$ cat src/rtl/ask4_psd_pkg.sv
// Shared types and constants for the four-level ASK peak symbol detector.
// No dependencies; used by every module in rtl/.
package ask4_psd_pkg;

    localparam int unsigned SampleWidth = 10;
    localparam int unsigned SymbolWidth = 2;
    localparam int unsigned CfgAddrWidth = 3;

    typedef logic [SampleWidth-1:0] sample_t;
    typedef logic [SymbolWidth-1:0] symbol_t;
    typedef logic [CfgAddrWidth-1:0] cfg_addr_t;

    // Register indexes on the configuration port
    typedef enum logic [CfgAddrWidth-1:0] {
        REG_SLOPE_THR = 3'd0,
        REG_L0_LOW    = 3'd1,
        REG_L0_HIGH   = 3'd2,
        REG_L1_LOW    = 3'd3,
        REG_L1_HIGH   = 3'd4,
        REG_L2_LOW    = 3'd5,
        REG_L2_HIGH   = 3'd6,
        REG_L3_LOW    = 3'd7
    } cfg_reg_t;

    localparam sample_t SlopeThrRst = 10'd80;
    localparam sample_t L0LowRst    = 10'd200;
    localparam sample_t L0HighRst   = 10'd300;
    localparam sample_t L1LowRst    = 10'd400;
    localparam sample_t L1HighRst   = 10'd550;
    localparam sample_t L2LowRst    = 10'd650;
    localparam sample_t L2HighRst   = 10'd800;
    localparam sample_t L3LowRst    = 10'd900;

    localparam symbol_t Sym0 = 2'd0;
    localparam symbol_t Sym1 = 2'd1;
    localparam symbol_t Sym2 = 2'd2;
    localparam symbol_t Sym3 = 2'd3;

    typedef struct packed {
        sample_t slope_thr;
        sample_t l0_low;
        sample_t l0_high;
        sample_t l1_low;
        sample_t l1_high;
        sample_t l2_low;
        sample_t l2_high;
        sample_t l3_low;
    } cfg_t;

    // Tracker to classifier: end of an armed pulse and its peak
    typedef struct packed {
        logic    fire;
        sample_t peak;
    } pulse_t;

endpackage

$ cat src/rtl/ask4_cfg_regs.sv
// Configuration register file: slope threshold and amplitude window bounds.
// Depends on ask4_psd_pkg.
module ask4_cfg_regs (
    input  logic                   aclk,
    input  logic                   aresetn,
    input  logic                   cfg_wr_en,
    input  ask4_psd_pkg::cfg_addr_t cfg_addr,
    input  ask4_psd_pkg::sample_t  cfg_wdata,
    output ask4_psd_pkg::cfg_t     cfg
);

    ask4_psd_pkg::cfg_t cfg_reg;

    always_ff @(posedge aclk) begin
        if (!aresetn) begin
            cfg_reg.slope_thr <= ask4_psd_pkg::SlopeThrRst;
            cfg_reg.l0_low    <= ask4_psd_pkg::L0LowRst;
            cfg_reg.l0_high   <= ask4_psd_pkg::L0HighRst;
            cfg_reg.l1_low    <= ask4_psd_pkg::L1LowRst;
            cfg_reg.l1_high   <= ask4_psd_pkg::L1HighRst;
            cfg_reg.l2_low    <= ask4_psd_pkg::L2LowRst;
            cfg_reg.l2_high   <= ask4_psd_pkg::L2HighRst;
            cfg_reg.l3_low    <= ask4_psd_pkg::L3LowRst;
        end else if (cfg_wr_en) begin
            unique case (ask4_psd_pkg::cfg_reg_t'(cfg_addr))
                ask4_psd_pkg::REG_SLOPE_THR: cfg_reg.slope_thr <= cfg_wdata;
                ask4_psd_pkg::REG_L0_LOW:    cfg_reg.l0_low    <= cfg_wdata;
                ask4_psd_pkg::REG_L0_HIGH:   cfg_reg.l0_high   <= cfg_wdata;
                ask4_psd_pkg::REG_L1_LOW:    cfg_reg.l1_low    <= cfg_wdata;
                ask4_psd_pkg::REG_L1_HIGH:   cfg_reg.l1_high   <= cfg_wdata;
                ask4_psd_pkg::REG_L2_LOW:    cfg_reg.l2_low    <= cfg_wdata;
                ask4_psd_pkg::REG_L2_HIGH:   cfg_reg.l2_high   <= cfg_wdata;
                ask4_psd_pkg::REG_L3_LOW:    cfg_reg.l3_low    <= cfg_wdata;
                default: ;
            endcase
        end
    end

    assign cfg = cfg_reg;

endmodule

$ cat src/rtl/ask4_peak_tracker.sv
// Edge detection, arming and peak tracking over the sample stream.
// Depends on ask4_psd_pkg.
module ask4_peak_tracker (
    input  logic                  aclk,
    input  logic                  aresetn,
    input  logic                  step,
    input  ask4_psd_pkg::sample_t sample,
    input  ask4_psd_pkg::sample_t slope_thr,
    output ask4_psd_pkg::pulse_t  pulse
);

    ask4_psd_pkg::sample_t prev_reg, prev_next;
    ask4_psd_pkg::sample_t peak_reg, peak_next;
    logic                  armed_reg, armed_next;

    logic [ask4_psd_pkg::SampleWidth:0] rise_diff;
    ask4_psd_pkg::sample_t              fall_diff;
    ask4_psd_pkg::sample_t              peak_mid;
    logic                               rise;
    logic                               arm_now;
    logic                               armed_mid;
    logic                               fall;

    always_comb begin
        rise_diff = {1'b0, sample} - {1'b0, prev_reg};
        // positive difference only; a negative one never counts as a rise
        rise      = !rise_diff[ask4_psd_pkg::SampleWidth] &&
                    (rise_diff[ask4_psd_pkg::SampleWidth-1:0] > slope_thr);
        arm_now   = rise && !armed_reg;
        armed_mid = armed_reg || arm_now;
        peak_mid  = arm_now ? '0 : peak_reg;
        peak_next = (sample > peak_mid) ? sample : peak_mid;
        // peak_next never drops below sample, so the difference cannot wrap
        fall_diff = peak_next - sample;
        fall      = fall_diff > slope_thr;
        armed_next = armed_mid && !fall;
        prev_next  = sample;
        pulse.fire = armed_mid && fall;
        pulse.peak = peak_next;
    end

    always_ff @(posedge aclk) begin
        if (!aresetn) begin
            prev_reg  <= '0;
            peak_reg  <= '0;
            armed_reg <= 1'b0;
        end else if (step) begin
            prev_reg  <= prev_next;
            peak_reg  <= peak_next;
            armed_reg <= armed_next;
        end
    end

endmodule

$ cat src/rtl/ask4_classifier.sv
// Window classification of a pulse peak into one of four symbols.
// Depends on ask4_psd_pkg.
module ask4_classifier (
    input  ask4_psd_pkg::sample_t peak,
    input  ask4_psd_pkg::cfg_t    cfg,
    output logic                  hit,
    output ask4_psd_pkg::symbol_t symbol
);

    logic in0, in1, in2, in3;

    always_comb begin
        in0 = (peak > cfg.l0_low) && (peak < cfg.l0_high);
        in1 = (peak > cfg.l1_low) && (peak < cfg.l1_high);
        in2 = (peak > cfg.l2_low) && (peak < cfg.l2_high);
        in3 = peak > cfg.l3_low;
        hit = in0 || in1 || in2 || in3;
        // lowest window wins where windows overlap
        if (in0) begin
            symbol = ask4_psd_pkg::Sym0;
        end else if (in1) begin
            symbol = ask4_psd_pkg::Sym1;
        end else if (in2) begin
            symbol = ask4_psd_pkg::Sym2;
        end else begin
            symbol = ask4_psd_pkg::Sym3;
        end
    end

endmodule

$ cat src/rtl/ask4_peak_symbol_detector_core.sv
// Four-level ASK peak symbol detector, top level.
// The input register holds the sample; the result register then holds its symbol (if any).
// Throughput: one sample per cycle; the input register advances whenever the
// result register is empty or being taken. Samples that end no pulse give no beat.
// Reset (aresetn, synchronous, active low) clears the pipeline, the tracker state
// and loads the default threshold and window bounds.
module ask4_peak_symbol_detector_core (
    input  logic                    aclk,
    input  logic                    aresetn,
    input  logic                    s_valid,
    output logic                    s_ready,
    input  ask4_psd_pkg::sample_t   s_sample,
    output logic                    m_valid,
    input  logic                    m_ready,
    output ask4_psd_pkg::symbol_t   m_symbol,
    input  logic                    cfg_wr_en,
    input  ask4_psd_pkg::cfg_addr_t cfg_addr,
    input  ask4_psd_pkg::sample_t   cfg_wdata
);

    ask4_psd_pkg::cfg_t    cfg;
    ask4_psd_pkg::pulse_t  pulse;
    ask4_psd_pkg::sample_t in_sample_reg;
    ask4_psd_pkg::symbol_t out_symbol_reg;
    logic                  in_valid_reg;
    logic                  out_valid_reg;
    logic                  advance;
    logic                  hit;
    ask4_psd_pkg::symbol_t symbol;

    ask4_cfg_regs u_cfg (
        .aclk     (aclk),
        .aresetn  (aresetn),
        .cfg_wr_en(cfg_wr_en),
        .cfg_addr (cfg_addr),
        .cfg_wdata(cfg_wdata),
        .cfg      (cfg)
    );

    ask4_peak_tracker u_tracker (
        .aclk     (aclk),
        .aresetn  (aresetn),
        .step     (advance),
        .sample   (in_sample_reg),
        .slope_thr(cfg.slope_thr),
        .pulse    (pulse)
    );

    ask4_classifier u_class (
        .peak  (pulse.peak),
        .cfg   (cfg),
        .hit   (hit),
        .symbol(symbol)
    );

    // move the held sample through the tracker when the result slot is free
    assign advance = in_valid_reg && (!out_valid_reg || m_ready);
    assign s_ready = !in_valid_reg || advance;

    always_ff @(posedge aclk) begin
        if (!aresetn) begin
            in_valid_reg <= 1'b0;
        end else if (s_ready) begin
            in_valid_reg <= s_valid;
        end
    end

    always_ff @(posedge aclk) begin
        if (s_valid && s_ready) begin
            in_sample_reg <= s_sample;
        end
    end

    always_ff @(posedge aclk) begin
        if (!aresetn) begin
            out_valid_reg <= 1'b0;
        end else if (advance) begin
            out_valid_reg <= pulse.fire && hit;
        end else if (m_ready) begin
            out_valid_reg <= 1'b0;
        end
    end

    always_ff @(posedge aclk) begin
        if (advance) begin
            out_symbol_reg <= symbol;
        end
    end

    assign m_valid  = out_valid_reg;
    assign m_symbol = out_symbol_reg;

endmodule
$ cat config.mk
export PLATFORM = sky130hd
export DESIGN_NAME = ask4_peak_symbol_detector_core
export DESIGN_NICKNAME = d
export VERILOG_FILES = /design/src/rtl/ask4_psd_pkg.sv /design/src/rtl/ask4_cfg_regs.sv /design/src/rtl/ask4_peak_tracker.sv /design/src/rtl/ask4_classifier.sv /design/src/rtl/ask4_peak_symbol_detector_core.sv
export SDC_FILE = /design/constraint.sdc
export NUM_CORES = 1
export LEC_CHECK = 0
export CAP_MARGIN = 20
export CORE_ASPECT_RATIO = 1.75
export CORE_UTILIZATION = 65
export DETAILED_ROUTE_END_ITERATION = 16
export DONT_BUFFER_PORTS = 1
export PLACE_DENSITY = 0.88
export SYNTH_ARGS = -nofsm -noshare
export SYNTH_HDL_FRONTEND = slang
export SYNTH_SLANG_ARGS = --single-unit
$ cat constraint.sdc
create_clock -name aclk -period 21 [get_ports aclk]
set_input_delay 2.1 -clock aclk [delete_from_list [all_inputs] [get_ports aclk]]
set_output_delay 2.1 -clock aclk [all_outputs]
set_load 0.03 [all_outputs]
==> flow_metrics.env <==
export IMPL_first_pass_iters=4
export IMPL_synth_warnings=0
export IMPL_reg2reg_slack_ns=11.99
export IMPL_timing_final_crit_share=0.429
export IMPL_postCtsResizedCells=0
export IMPL_drt_iter0_markers=379
export IMPL_dpl_hpwl_um=14200
export IMPL_ys_top_cells_by_count="nand2_1, ha_1, inv_1"
export IMPL_drv_slew=0
export IMPL_status="finished, final reports clean"
export IMPL_routed_via_count=6628
export IMPL_ys_seq_area_frac=0.320
export IMPL_period_minus_slack_ns=9.01
export IMPL_p_leak_nw=3.46
export IMPL_regArea_um2=2420
export IMPL_hold_path_class="register to register"
export IMPL_skew_ns=0.00839
export IMPL_path_max_fanout=15
export IMPL_grt_first_pass_wirelength_um=32200
export IMPL_row_count=51
export IMPL_cts_made_buffers=17
export IMPL_synth_main_ff_cell="dfxtp_1"
export IMPL_power_density_nw_per_um2=79.9
export IMPL_largest_reg_flops=80
export IMPL_synth_edf_count=12
export IMPL_worst_pin_slew_ns=1.01
export IMPL_final_antenna_net_count=0
export IMPL_clk_latency_ns=0.42
export IMPL_max_slew_margin_rel=0.327
export IMPL_rsz0062_at_grt="no"
export IMPL_syn_to_final_growth_pct=8.98
export IMPL_routed_wl_um=20400
export IMPL_synthDominantCellAreaShare=0.273
export IMPL_die_h_um=145
export IMPL_path_class="register to register"
export IMPL_cts_setup_buffers=0
export IMPL_holdBufCountCts=0
export IMPL_synth_top_area_cell="dfxtp_1"
export IMPL_nFillCells=819
export IMPL_max_stage_delay_ns=0.52
export IMPL_n_antenna_cell=0
export IMPL_start_kind="register"
export IMPL_post_drt_wl_per_cell_um=19.1
export IMPL_yosysMostFrequentCell="nand2_1"
export IMPL_multi_input_area_um2=4570
export IMPL_die_area_um2=12100
export IMPL_synthCells=928
export IMPL_fin_area_um2=8250
export IMPL_hold_violations=0
export IMPL_clockRootBuffer="clkbuf_16"
export IMPL_slowest_stage="a41oi_2"
export IMPL_syn_avg_cell_area_um2=8.15
export IMPL_coreArea_um2=11200
export IMPL_h_tree_depth=4
export IMPL_setup_viol=0
export IMPL_fin_tns_setup_ns=0
export IMPL_io_pins=32
export IMPL_synth_nets=1074
export IMPL_ir_drop_mv=0.0721
export IMPL_placed_cell_area_um2=7660
export IMPL_viasPerCell=6.21
export IMPL_syn_cell_area_um2=7570
export IMPL_drc=0
export IMPL_overflow=0
export IMPL_nNetsFinal=1069
export IMPL_clk_pin_slew_worst_paths_ns=0.06
export IMPL_async_flop_share=0
export IMPL_fp_dieW_um=83.6
export IMPL_synth_cell_types=56
export IMPL_synth_seq_cells=115
export IMPL_place_congestion=0.922
export IMPL_cp_end_kind="register"
export IMPL_grt_max_degree=104
export IMPL_drive_above_1_share=0.0588
export IMPL_port_buffer_count=0
export IMPL_cts_sinks=115
export IMPL_cts_tree="built"
export IMPL_cts_buffer_depth=2
export IMPL_fmax_ghz=0.111
export IMPL_grt_use_total=0.348
export IMPL_maxCapViolCount=0
export IMPL_critPathMostFrequentCell="a21oi_1"
export IMPL_antenna_found_initial=0
export IMPL_initial_core_util=0.674
export IMPL_yosys_top_cells_area="dfxtp_1, ha_1, nand2_1"
export IMPL_cp_arrival_ns=9.36
export IMPL_critical_path_required_ns=21.35
export IMPL_grt_pass1_vias=6714
## path summary, 6_finish.rpt
check / startpoint / end / depth (start not counted)
max: in_sample_reg[1] / m_valid / 44
min: u_cfg.cfg[73] / u_cfg.cfg[73] / 2
max reg2reg: in_sample_reg[1] / m_valid / 44
min reg2reg: u_cfg.cfg[73] / u_cfg.cfg[73] / 2
## layout by cell type (no fill, tap or decap), drive strengths merged, types with 3 or more instances in the layout
master / netlist / final
o211ai: 32 / 32
o21a: 6 / 6
ha: 116 / 116
xnor2: 9 / 9
clkinvlp: 0 / 4
a21o: 17 / 17
a21boi: 65 / 65
nor2: 29 / 29
buf: 4 / 12
nand3: 14 / 14
clkinv: 0 / 5
a41oi: 3 / 3
o21ai: 33 / 33
a21oi: 37 / 37
and2: 3 / 3
nor2b: 22 / 22
a211oi: 4 / 4
o21bai: 3 / 3
o31ai: 3 / 3
edfxtp: 12 / 12
nor3: 5 / 5
dfxtp: 103 / 103
nand2: 197 / 197
and4: 4 / 4
nand4: 19 / 19
inv: 111 / 114
a22oi: 9 / 9
clkbuf: 32 / 20
nand2b: 7 / 7
a31oi: 3 / 3
xor2: 5 / 5
## cell type report
type,instances,share of cell area
multi-input combinational,666,0.554
tap,132,0.0200
timing repair buffer,12,0.0109
clock inverter,12,0.0112
inverter,111,0.0505
clock buffer,20,0.0593
sequential,115,0.294
## worst max-delay path: cells and delay by family (launching register included)
| kind | cells | cell delay [ns] |
|---|---|---|
| compound gates | 23 | 4.09 |
| fa+ha+maj | 6 | 1.94 |
| simple gates | 11 | 1.85 |
| flops | 1 | 0.51 |
| buf+inv | 3 | 0.41 |
| xor+xnor | 1 | 0.09 |
## power breakdown
part           switching (W)  leakage (nW)  internal (W)
logic              0.0000830          2.23     0.0000576
clock network       0.000112         0.276      0.000169
registers         0.00000720         0.953      0.000230
total               0.000202          3.46      0.000457
## per-layer routing
metal	part of all wire	up-vias	GRT usage
met5	0	-	0
met4	0.093	0	0.314
met3	0.060	123	0.0851
met2	0.50	257	0.613
met1	0.35	3074	0.335
li1	-	3174	-
## through the flow
step | total power (W) | instances | setup WS, ns | hold slack, ns | util
after global routing | 0.000686 | 1068 | 11.21 | 0.478 | 0.734
after detailed placement | 0.000377 | 1036 | 12.21 | 0.456 | 0.682
final | 0.000659 | 1068 | 11.99 | 0.460 | 0.734
after global placement | 0.000372 | 1036 | 12.52 | 0.449 | 0.682
after CTS | 0.000657 | 1068 | 12.09 | 0.463 | 0.734
after floorplan | 0.000345 | 928 | 13.20 | 0.439 | -
## cell families after synthesis
| logic type | count (synthesis) | synth area share |
|---|---|---|
| and+or+nand+nor | 304 | 0.176 |
| AOI/OAI and AO/OA | 230 | 0.215 |
| buffers and inverters | 147 | 0.0759 |
| adders and majority gates | 118 | 0.197 |
| DFF | 115 | 0.320 |
| xor gates and xnor gates | 14 | 0.0162 |
No activity file was read; power rests on OpenSTA's default activity.
